<file path="src/sv/hsv2rgb_pkg.sv">
// Shared types, widths and helpers for the HSV to RGB converter pipeline.
// No dependencies; every other file refers to this package by scoped name.

package hsv2rgb_pkg;

  // Fixed-point format: 1.0 equals 2^FRAC_BITS. Port fields are fixed at 17 bits.
  localparam int FRAC_BITS = 16;
  localparam int FIELD_W   = 17;
  // Internal value width: holds 1.0 itself, or any raw field when 1.0 is wider.
  localparam int IW        = FRAC_BITS + 1;
  // Common width for comparing a raw field against 1.0.
  localparam int CW        = (IW > FIELD_W) ? IW : FIELD_W;

  localparam logic [IW-1:0] ONE = IW'(1) << FRAC_BITS;

  // Hue sectors, named by the two primaries/secondaries they span.
  typedef enum logic [2:0] {
    SEC_RED_YEL = 3'd0,
    SEC_YEL_GRN = 3'd1,
    SEC_GRN_CYN = 3'd2,
    SEC_CYN_BLU = 3'd3,
    SEC_BLU_MAG = 3'd4,
    SEC_MAG_RED = 3'd5
  } sector_t;

  typedef struct packed {
    logic [FIELD_W-1:0] hue;
    logic [FIELD_W-1:0] saturation;
    logic [FIELD_W-1:0] brightness;
  } hsv_t;

  typedef struct packed {
    logic [FIELD_W-1:0] red;
    logic [FIELD_W-1:0] green;
    logic [FIELD_W-1:0] blue;
  } rgb_t;

  // After clamping and hue split.
  typedef struct packed {
    sector_t             sector;
    logic [FRAC_BITS-1:0] frac;
    logic [IW-1:0]       sat;
    logic [IW-1:0]       val;
  } split_t;

  // After the first row of products.
  typedef struct packed {
    sector_t       sector;
    logic [IW-1:0] val;
    logic [IW-1:0] a;
    logic [IW-1:0] fs;
    logic [IW-1:0] sf;
  } prod_t;

  // All three candidate levels, ready for sector routing.
  typedef struct packed {
    sector_t       sector;
    logic [IW-1:0] val;
    logic [IW-1:0] a;
    logic [IW-1:0] b;
    logic [IW-1:0] c;
  } level_t;

  // Saturate a raw field to 1.0.
  function automatic logic [IW-1:0] clamp_one(input logic [FIELD_W-1:0] x);
    logic [CW-1:0] xe;
    xe = CW'(x);
    if (xe > CW'(ONE)) begin
      return ONE;
    end
    return xe[IW-1:0];
  endfunction

  // Fit an internal value into a port field (zero-extend or mask).
  function automatic logic [FIELD_W-1:0] to_field(input logic [IW-1:0] x);
    logic [CW-1:0] xe;
    xe = CW'(x);
    return xe[FIELD_W-1:0];
  endfunction

endpackage

</file>
<file path="src/sv/hsv2rgb_split.sv">
// First pipeline stage: saturate inputs to 1.0, scale hue by six and split it
// into sector and fraction. Depends on hsv2rgb_pkg.

module hsv2rgb_split (
  input  logic                clk,
  input  logic                rst,
  input  logic                up_valid,
  output logic                up_stall,
  input  hsv2rgb_pkg::hsv_t   up,
  output logic                dn_valid,
  input  logic                dn_stall,
  output hsv2rgb_pkg::split_t dn
);

  logic                              vld;
  logic                              adv;
  logic [hsv2rgb_pkg::IW-1:0]        h;
  logic [hsv2rgb_pkg::IW+1:0]        h6;
  logic [2:0]                        sec_raw;
  hsv2rgb_pkg::split_t               dn_next;

  assign adv      = !vld || !dn_stall;
  assign up_stall = !adv;
  assign dn_valid = vld;

  always_comb begin
    h       = hsv2rgb_pkg::clamp_one(up.hue);
    // h * 6 as 4h + 2h
    h6      = {h, 2'b00} + {1'b0, h, 1'b0};
    sec_raw = h6[hsv2rgb_pkg::FRAC_BITS+2:hsv2rgb_pkg::FRAC_BITS];
    // full hue lands on sector six: wrap to the red sector
    dn_next.sector = (sec_raw >= 3'd6) ? hsv2rgb_pkg::SEC_RED_YEL
                                       : hsv2rgb_pkg::sector_t'(sec_raw);
    dn_next.frac   = h6[hsv2rgb_pkg::FRAC_BITS-1:0];
    dn_next.sat    = hsv2rgb_pkg::clamp_one(up.saturation);
    dn_next.val    = hsv2rgb_pkg::clamp_one(up.brightness);
  end

  always_ff @(posedge clk) begin
    if (rst) begin
      vld <= 1'b0;
    end else if (adv) begin
      vld <= up_valid;
    end
  end

  always_ff @(posedge clk) begin
    if (adv && up_valid) begin
      dn <= dn_next;
    end
  end

endmodule

</file>
<file path="src/sv/hsv2rgb_prod.sv">
// Second pipeline stage: f*s, s*(1-f) and the low level v*(1-s), all truncated.
// Depends on hsv2rgb_pkg.

module hsv2rgb_prod (
  input  logic                clk,
  input  logic                rst,
  input  logic                up_valid,
  output logic                up_stall,
  input  hsv2rgb_pkg::split_t up,
  output logic                dn_valid,
  input  logic                dn_stall,
  output hsv2rgb_pkg::prod_t  dn
);

  localparam int IW = hsv2rgb_pkg::IW;
  localparam int FB = hsv2rgb_pkg::FRAC_BITS;

  logic            vld;
  logic            adv;
  logic [IW-1:0]   f_ext;
  logic [IW-1:0]   one_minus_f;
  logic [IW-1:0]   one_minus_s;
  logic [2*IW-1:0] fs_p;
  logic [2*IW-1:0] sf_p;
  logic [2*IW-1:0] a_p;
  hsv2rgb_pkg::prod_t dn_next;

  assign adv      = !vld || !dn_stall;
  assign up_stall = !adv;
  assign dn_valid = vld;

  always_comb begin
    f_ext       = {1'b0, up.frac};
    one_minus_f = hsv2rgb_pkg::ONE - f_ext;
    one_minus_s = hsv2rgb_pkg::ONE - up.sat;
    fs_p        = (2*IW)'(f_ext) * (2*IW)'(up.sat);
    sf_p        = (2*IW)'(up.sat) * (2*IW)'(one_minus_f);
    a_p         = (2*IW)'(up.val) * (2*IW)'(one_minus_s);
    dn_next.sector = up.sector;
    dn_next.val    = up.val;
    dn_next.a      = a_p[FB+IW-1:FB];
    dn_next.fs     = fs_p[FB+IW-1:FB];
    dn_next.sf     = sf_p[FB+IW-1:FB];
  end

  always_ff @(posedge clk) begin
    if (rst) begin
      vld <= 1'b0;
    end else if (adv) begin
      vld <= up_valid;
    end
  end

  always_ff @(posedge clk) begin
    if (adv && up_valid) begin
      dn <= dn_next;
    end
  end

endmodule

</file>
<file path="src/sv/hsv2rgb_ramp.sv">
// Third pipeline stage: falling level v*(1-f*s) and rising level v*(1-s*(1-f)).
// Depends on hsv2rgb_pkg.

module hsv2rgb_ramp (
  input  logic                clk,
  input  logic                rst,
  input  logic                up_valid,
  output logic                up_stall,
  input  hsv2rgb_pkg::prod_t  up,
  output logic                dn_valid,
  input  logic                dn_stall,
  output hsv2rgb_pkg::level_t dn
);

  localparam int IW = hsv2rgb_pkg::IW;
  localparam int FB = hsv2rgb_pkg::FRAC_BITS;

  logic            vld;
  logic            adv;
  logic [IW-1:0]   one_minus_fs;
  logic [IW-1:0]   one_minus_sf;
  logic [2*IW-1:0] b_p;
  logic [2*IW-1:0] c_p;
  hsv2rgb_pkg::level_t dn_next;

  assign adv      = !vld || !dn_stall;
  assign up_stall = !adv;
  assign dn_valid = vld;

  always_comb begin
    one_minus_fs   = hsv2rgb_pkg::ONE - up.fs;
    one_minus_sf   = hsv2rgb_pkg::ONE - up.sf;
    b_p            = (2*IW)'(up.val) * (2*IW)'(one_minus_fs);
    c_p            = (2*IW)'(up.val) * (2*IW)'(one_minus_sf);
    dn_next.sector = up.sector;
    dn_next.val    = up.val;
    dn_next.a      = up.a;
    dn_next.b      = b_p[FB+IW-1:FB];
    dn_next.c      = c_p[FB+IW-1:FB];
  end

  always_ff @(posedge clk) begin
    if (rst) begin
      vld <= 1'b0;
    end else if (adv) begin
      vld <= up_valid;
    end
  end

  always_ff @(posedge clk) begin
    if (adv && up_valid) begin
      dn <= dn_next;
    end
  end

endmodule

</file>
<file path="src/sv/hsv2rgb_route.sv">
// Last pipeline stage and output register: route v, a, b, c to red, green and
// blue by hue sector. Depends on hsv2rgb_pkg.

module hsv2rgb_route (
  input  logic                clk,
  input  logic                rst,
  input  logic                up_valid,
  output logic                up_stall,
  input  hsv2rgb_pkg::level_t up,
  output logic                dn_valid,
  input  logic                dn_stall,
  output hsv2rgb_pkg::rgb_t   dn
);

  localparam int IW = hsv2rgb_pkg::IW;

  logic          vld;
  logic          adv;
  logic [IW-1:0] r;
  logic [IW-1:0] g;
  logic [IW-1:0] bl;
  hsv2rgb_pkg::rgb_t dn_next;

  assign adv      = !vld || !dn_stall;
  assign up_stall = !adv;
  assign dn_valid = vld;

  always_comb begin
    case (up.sector)
      hsv2rgb_pkg::SEC_RED_YEL: begin r = up.val; g = up.c;   bl = up.a;   end
      hsv2rgb_pkg::SEC_YEL_GRN: begin r = up.b;   g = up.val; bl = up.a;   end
      hsv2rgb_pkg::SEC_GRN_CYN: begin r = up.a;   g = up.val; bl = up.c;   end
      hsv2rgb_pkg::SEC_CYN_BLU: begin r = up.a;   g = up.b;   bl = up.val; end
      hsv2rgb_pkg::SEC_BLU_MAG: begin r = up.c;   g = up.a;   bl = up.val; end
      default:                  begin r = up.val; g = up.a;   bl = up.b;   end
    endcase
    dn_next.red   = hsv2rgb_pkg::to_field(r);
    dn_next.green = hsv2rgb_pkg::to_field(g);
    dn_next.blue  = hsv2rgb_pkg::to_field(bl);
  end

  always_ff @(posedge clk) begin
    if (rst) begin
      vld <= 1'b0;
    end else if (adv) begin
      vld <= up_valid;
    end
  end

  always_ff @(posedge clk) begin
    if (adv && up_valid) begin
      dn <= dn_next;
    end
  end

endmodule

</file>
<file path="src/sv/hsv_to_rgb_converter.sv">
// HSV to RGB converter, top level: chains the split, product, ramp and route stages.
// Depends on hsv2rgb_pkg and the four hsv2rgb_* stage modules.

// Converts one color request per clock, when the output is not stalled, from hue,
// saturation and value to red, green and blue, all unsigned fixed point with
// 1.0 at 2^FRAC_BITS (17-bit fields). Inputs above 1.0 are saturated to 1.0,
// and a hue of exactly 1.0 wraps to the red sector. Throughput is one request
// per cycle while rgb_stall is low. The accepting edge loads the first of four
// register stages (clamp and hue split), and the later stages follow in order:
// the first row of 17x17 products, the second row of products, and sector
// routing into the output register. Each stage holds its own valid bit and
// advances whenever it is empty or its successor takes its data, so a stalled
// output only backs up as far as it must and bubbles are squeezed out.
// hsv_stall depends combinationally on rgb_stall through that chain. Zero
// saturation needs no special path: every level then equals value, which
// gives grey.

module hsv_to_rgb_converter (
  input  logic              clk,
  input  logic              rst,
  input  logic              hsv_valid,
  output logic              hsv_stall,
  input  hsv2rgb_pkg::hsv_t hsv,
  output logic              rgb_valid,
  input  logic              rgb_stall,
  output hsv2rgb_pkg::rgb_t rgb
);

  // Handshake between stages: valid forward, stall backward.
  logic                split_valid;
  logic                split_stall;
  hsv2rgb_pkg::split_t split_data;

  logic                prod_valid;
  logic                prod_stall;
  hsv2rgb_pkg::prod_t  prod_data;

  logic                ramp_valid;
  logic                ramp_stall;
  hsv2rgb_pkg::level_t ramp_data;

  // Stage 1: saturate, scale hue by six, split sector and fraction.
  hsv2rgb_split u_split (
    .clk      (clk),
    .rst      (rst),
    .up_valid (hsv_valid),
    .up_stall (hsv_stall),
    .up       (hsv),
    .dn_valid (split_valid),
    .dn_stall (split_stall),
    .dn       (split_data)
  );

  // Stage 2: f*s, s*(1-f) and the low level v*(1-s).
  hsv2rgb_prod u_prod (
    .clk      (clk),
    .rst      (rst),
    .up_valid (split_valid),
    .up_stall (split_stall),
    .up       (split_data),
    .dn_valid (prod_valid),
    .dn_stall (prod_stall),
    .dn       (prod_data)
  );

  // Stage 3: falling and rising levels scaled by value.
  hsv2rgb_ramp u_ramp (
    .clk      (clk),
    .rst      (rst),
    .up_valid (prod_valid),
    .up_stall (prod_stall),
    .up       (prod_data),
    .dn_valid (ramp_valid),
    .dn_stall (ramp_stall),
    .dn       (ramp_data)
  );

  // Stage 4: route levels to channels by sector; this is the output register.
  hsv2rgb_route u_route (
    .clk      (clk),
    .rst      (rst),
    .up_valid (ramp_valid),
    .up_stall (ramp_stall),
    .up       (ramp_data),
    .dn_valid (rgb_valid),
    .dn_stall (rgb_stall),
    .dn       (rgb)
  );

endmodule

</file>
<file path="config.mk">
export PLATFORM = sky130hd
export DESIGN_NAME = hsv_to_rgb_converter
export DESIGN_NICKNAME = d
export VERILOG_FILES = /design/src/sv/hsv2rgb_pkg.sv /design/src/sv/hsv2rgb_split.sv /design/src/sv/hsv2rgb_prod.sv /design/src/sv/hsv2rgb_ramp.sv /design/src/sv/hsv2rgb_route.sv /design/src/sv/hsv_to_rgb_converter.sv
export SDC_FILE = /design/constraint.sdc
export NUM_CORES = 2
export LEC_CHECK = 0
export BUFFER_PORTS_ARGS = -buffer_cell sky130_fd_sc_hd__buf_2
export CORE_UTILIZATION = 60
export DETAILED_ROUTE_END_ITERATION = 12
export GPL_ROUTABILITY_DRIVEN = 0
export PLACE_DENSITY = 0.77
export REMOVE_ABC_BUFFERS = 1
export SLEW_MARGIN = 15
export SYNTH_ARGS = -nofsm -noshare
export SYNTH_HDL_FRONTEND = slang
export SYNTH_SLANG_ARGS = --single-unit
</file>
<file path="constraint.sdc">
create_clock -name clk -period 23.2 [get_ports clk]
set_clock_uncertainty 0.05 [all_clocks]
set_input_delay 1.16 -clock clk [delete_from_list [all_inputs] [get_ports clk]]
set_output_delay 1.16 -clock clk [all_outputs]
set_load 0.01 [all_outputs]
</file>
* Word level (Yosys, flattened, before mapping) *
Cells that the tools add are included.

operators by class
  multipliers = 5
  reduce and logical (&&, ||, !) cells = 19
  eq/ne operators = 4
  mux-type cells = 12
  order comparisons = 4
  add/subtract/negate cells = 5

operators with widths
  kind                                                                   number
  17-bit case mux with 3 select lines                                    3
  17-bit by 17-bit multiplier with 33-bit output                         4
  17-bit two-way mux                                                     6
  17-bit greater-than comparator, second input constant                  3
  17-bit subtractor, first input constant                                3
  16-bit by 17-bit multiplier with 33-bit output                         1
  19-bit by 18-bit adder with 19-bit output                              1
  17-bit by 16-bit subtractor with 17-bit output, first input constant   1
  2-bit OR reduction                                                     4
  3-bit by 2-bit equality test with 1-bit output, second input constant  2
  1-bit logical NOT                                                      6
  1-bit logical AND                                                      4
  1-bit logical OR                                                       4
  3-bit by 1-bit equality test with 1-bit output, second input constant  1
  3-bit equality test, second input constant                             1
  3-bit greater-or-equal comparator, second input constant               1
  3-bit logical NOT                                                      1
  1-bit two-way mux                                                      3

storage, ports and cells
  output and inout port bits = 53
  flip-flop bits (word level) = 250
  input port bits = 55
  word-level logic and storage cells = 70

* Logic depth before layout (Yosys ltp) *
  depth after elaboration = 6
  gate-level depth with buffers = 32
  mapped depth without buffers = 29

* Modules after synthesis *
A second synthesis with hierarchy kept.

second synthesis, totals
  cell total of the unflattened synthesis = 5981
  area, all modules = 56198.9 um^2

modules (own cells, without submodules)
  module         times used  sequential area each (um^2)  area an instance (um^2)  cells an instance
  hsv2rgb_prod   1           2152.1                       29011.6                  3203
  hsv2rgb_ramp   1           2152.1                       20541.0                  2208
  hsv2rgb_route  1           1551.5                       3538.4                   288
  hsv2rgb_split  1           1581.5                       3108.0                   282

* Worst setup path before layout *
Ideal clock, no wire load.

  path type = reg2reg
  start = register u_prod.dn[0] (netlist bit)
  end = register u_ramp.dn[16] (netlist bit), data pin
  slack = 15615 ps
  path buffers = 3
  cell stages (with the launch flop) = 30
  arrival = 7275 ps
  data required time = 22891 ps
  library setup time = 259 ps
  clock period less this slack = 7585 ps
  path through = edfxtp_1 -> clkbuf_1 -> buf_1 -> inv_1 -> ha_1 -> inv_1 -> nor4_1 -> xnor2_1 -> clkbuf_1 -> nand2_1 -> fa_1 -> inv_1 -> fa_1 -> inv_1 -> fa_1 -> inv_1 -> fa_1 -> fa_1 -> inv_1 -> fa_1 -> inv_1 -> ha_1 -> nand3_1 -> or2_2 -> o221a_2 -> o31ai_1 -> a21oi_1 -> o41ai_2 -> a21oi_1 -> xnor2_1

between the ends
  longest elaborated chain between the ends = 2

RTL lines
  element                                         line                source
  start, declared                                 hsv2rgb_prod.sv:12  output hsv2rgb_pkg::prod_t dn
  start signal, assigned                          hsv2rgb_prod.sv:56  dn <= dn_next;
  17-bit subtractor                               hsv2rgb_ramp.sv:32  one_minus_sf = hsv2rgb_pkg::ONE - up.sf;
  17-bit by 17-bit multiplier with 33-bit output  hsv2rgb_ramp.sv:34  c_p = (2*IW)'(up.val) * (2*IW)'(one_minus_sf);
  named net u_ramp.c_p[32]                        hsv2rgb_ramp.sv:23  logic [2*IW-1:0] c_p;
  end signal, assigned                            hsv2rgb_ramp.sv:52  dn <= dn_next;
  end, declared                                   hsv2rgb_ramp.sv:12  output hsv2rgb_pkg::level_t dn

The timed path passes the listed nets, and every way through them passes these cells.
A chain may end at the register's enable or synchronous reset.

==> reports/results.tsv <==
stage	metric	value	unit
final_layout	layout_commonest_cell	inv_1	
floorplanning	placementRows	110	
clock_network	cts_resized	0	
critical_path	worstPathMaxFanout	21	
detailed_routing	drtAntennaViolNets	0	
grt	grt_max_degree	78	
floorplanning	start_util	60.6	%
sta	finalSetupViolCount	0	
sta	drv_slew	0	
clock_network	htree_levels	1	
clock_network	cts_setup_buffers	0	
final_layout	num-fill-cells	7100	
critical_path	worstPathArrival	8630	ps
detailed_routing	avgViaCountPerCell	5.54	
logic_synthesis	ys.flop_type	edfxtp_1	
detailed_routing	wire_per_inst	18.1	um
sta	rsz0062_at_grt	no	
logic_synthesis	yosysUniqueCellTypes	72	
logic_synthesis	syn_area_per_cell	9.34	um^2
clock_network	cts_tree	yes	
clock_network	clockRootBuffer	clkbuf_16	
sta	maxSlewHeadroom	28.0	%
logic_synthesis	yosys.area.top_type	fa_1	
final_layout	drive_above_1_share	5.73	%
final_layout	final_nets	7487	
sta	final.period_utilization	35.9	%
sta	fmax	120	MHz
floorplanning	die-area	92300	um^2
logic_synthesis	async_flop_share	0	%
detailed_routing	drtPass1Iterations	6	
run	maxCapViolCount	0	
floorplanning	core_area	90100	um^2
sta	final-hold-violation-count	0	
clock_network	postCtsHoldBufs	0	
floorplanning	die_x	304	um
critical_path	path_class	flop to flop	
detailed_routing	vias	38890	
logic_synthesis	syn_area	54700	um^2
final_layout	area_delta_synth_final	5.29	%
hold_path	hold_path.class	flop to flop	
final_layout	final_cells	7025	
logic_synthesis	synth_warnings	0	
critical_path	required	23510	ps
sta	tightest_slew	1080	ps
sta	tns	0	ps
logic_synthesis	synth_area_leaders	fa_1 (39%), edfxtp_1 (13%), ha_1 (12%), inv_1 (9.4%), nand2_1 (6.4%)	
final_layout	final_cell_mix	inv_1 (1365), fa_1 (1063), nand2_1 (933)	
floorplanning	fp.dieH	304	um
detailed_routing	drt_iter0_markers	2641	
clock_network	insertion_delay	610	ps
clock_network	cts_buffer_depth	3	
detailed_routing	drc	0	
logic_synthesis	synth_seq_area_share	13.6	%
detailed_routing	routed_wirelength	127000	um
run_status	status	finished clean	
place	place.detailed.hpwl	98200	um
clock_network	cts.clk_slew.worst_paths	60	ps
grt	grt_pass1_wl	213000	um
logic_synthesis	synth_edf_count	245	
floorplanning	io_pins	108	
logic_synthesis	synthesis.instances	5852	
grt	track_usage	28.7	%
critical_path	critPathLaunchType	flop	
critical_path	cp-end-kind	flop	
sta	fin_crit	8320	ps
grt	grt_pass1_vias	42233	
clock_network	cts_buffers	29	
grt	antenna_found_initial	4	
grt	overflow	0	
place	placedCellCount	6971	
place	port_buffers	107	
clock_network	clock_sinks	249	
logic_synthesis	yosysTopAreaCellShare	38.9	%
logic_synthesis	ys_seq_elements	249	
-- synth_stat cells (18+ instances only) --
cell type and n:
o21ai_0 49, xnor2_1 106, mux2_2 30, and3_1 18, nor4_1 22, nand2_1 933
nand2b_1 21, mux2i_1 32, edfxtp_1 245, a21oi_1 138, a21o_1 38, nor2_1 101
nor3_1 26, a211oi_1 39, xor2_1 57, and2_1 495, clkbuf_1 244, ha_1 543
nor2b_1 69, fa_1 1063, inv_1 1366, nand3_1 33
-- kinds of logic (layout without fill, tap and decap cells) --
group	Yosys count	in the layout	share of synthesized area [%]
AO/OA/AOI/OAI	364	364	4.23
buffers and inverters	1632	1628	11.2
other	0	1	0
adder cells (fa/ha/maj)	1606	1606	51.4
XOR/XNOR	167	167	2.73
multiplexers	62	62	1.20
AND/OR/NAND/NOR	1772	1772	15.6
flip-flops	249	249	13.6
-- flip-flops by register name (all words and copies together) (netlist names) --
signal,cells
u_prod.dn,71
u_split.dn,52
u_ramp.dn,71
u_split.dn_valid,1
u_route.dn_valid,1
u_route.dn,51
u_prod.dn_valid,1
u_ramp.dn_valid,1
-- per-stage QoR --
step                utilization [%]  cell area (um^2)  setup WS, ps  hold WS, ps
floorplan                         -             53700         15520          350
global placement               62.7             56500         15160          354
detailed placement             62.7             56500         15020          355
global route                   63.8             57600         14520          372
CTS                            63.8             57500         14960          369
finish                         63.8             57600         14880          368
-- metal layers --
| layer | share of wire [%] | up-vias | GRT usage (%) | wire [um] |
|---|---|---|---|---|
| met3 | 8.4 | 271 | 5.35 | 10700 |
| met1 | 40 | 19544 | 37.1 | 51100 |
| met2 | 48 | 1553 | 49.0 | 61300 |
| li1 | - | 17522 | - | - |
| met5 | 0 | - | 0 | 0 |
| met4 | 3.4 | 0 | 8.91 | 4350 |
-- layout make-up --
type / instances / area [um^2] / area share, %
diodes: 1 / 2.50 / 0.00435
clock buffers: 38 / 810 / 1.41
clock inverters: 15 / 200 / 0.348
inverters: 1366 / 5130 / 8.91
multi-input cells: 3971 / 41200 / 71.6
flip-flops and latches: 249 / 7440 / 12.9
well taps: 1176 / 1470 / 2.56
repair buffers: 209 / 1300 / 2.26
-- final timing paths --
path	from	to	slack, ps	cells after the start
hold / removal	u_prod.dn[69]	u_ramp.dn[69]	370	0
hold reg to reg	u_prod.dn[69]	u_ramp.dn[69]	370	0
setup reg to reg	u_split.dn[40]	u_prod.dn[16]	14880	24
setup / recovery	u_split.dn[40]	u_prod.dn[16]	14880	24
-- critical path, stage by stage (launching register included) --
cell and delay (ps):
edfxtp_1 740, or3_1 510, nor3_2 220, nand2b_1 130
nor3_1 340, xnor2_2 320, and2_1 280, fa_1 490
inv_1 60, fa_1 540, inv_1 50, fa_1 510
fa_1 450, fa_1 530, inv_1 70, fa_1 490
inv_1 50, ha_1 290, o21ai_0 90, a31oi_1 670
o211ai_1 230, a21boi_1 340, o31a_1 250, nor4_1 70
a311o_1 320
Power is left out: the tool's default activity adds up to more than one toggle a clock period on the data nets, which glitch-free logic cannot reach.
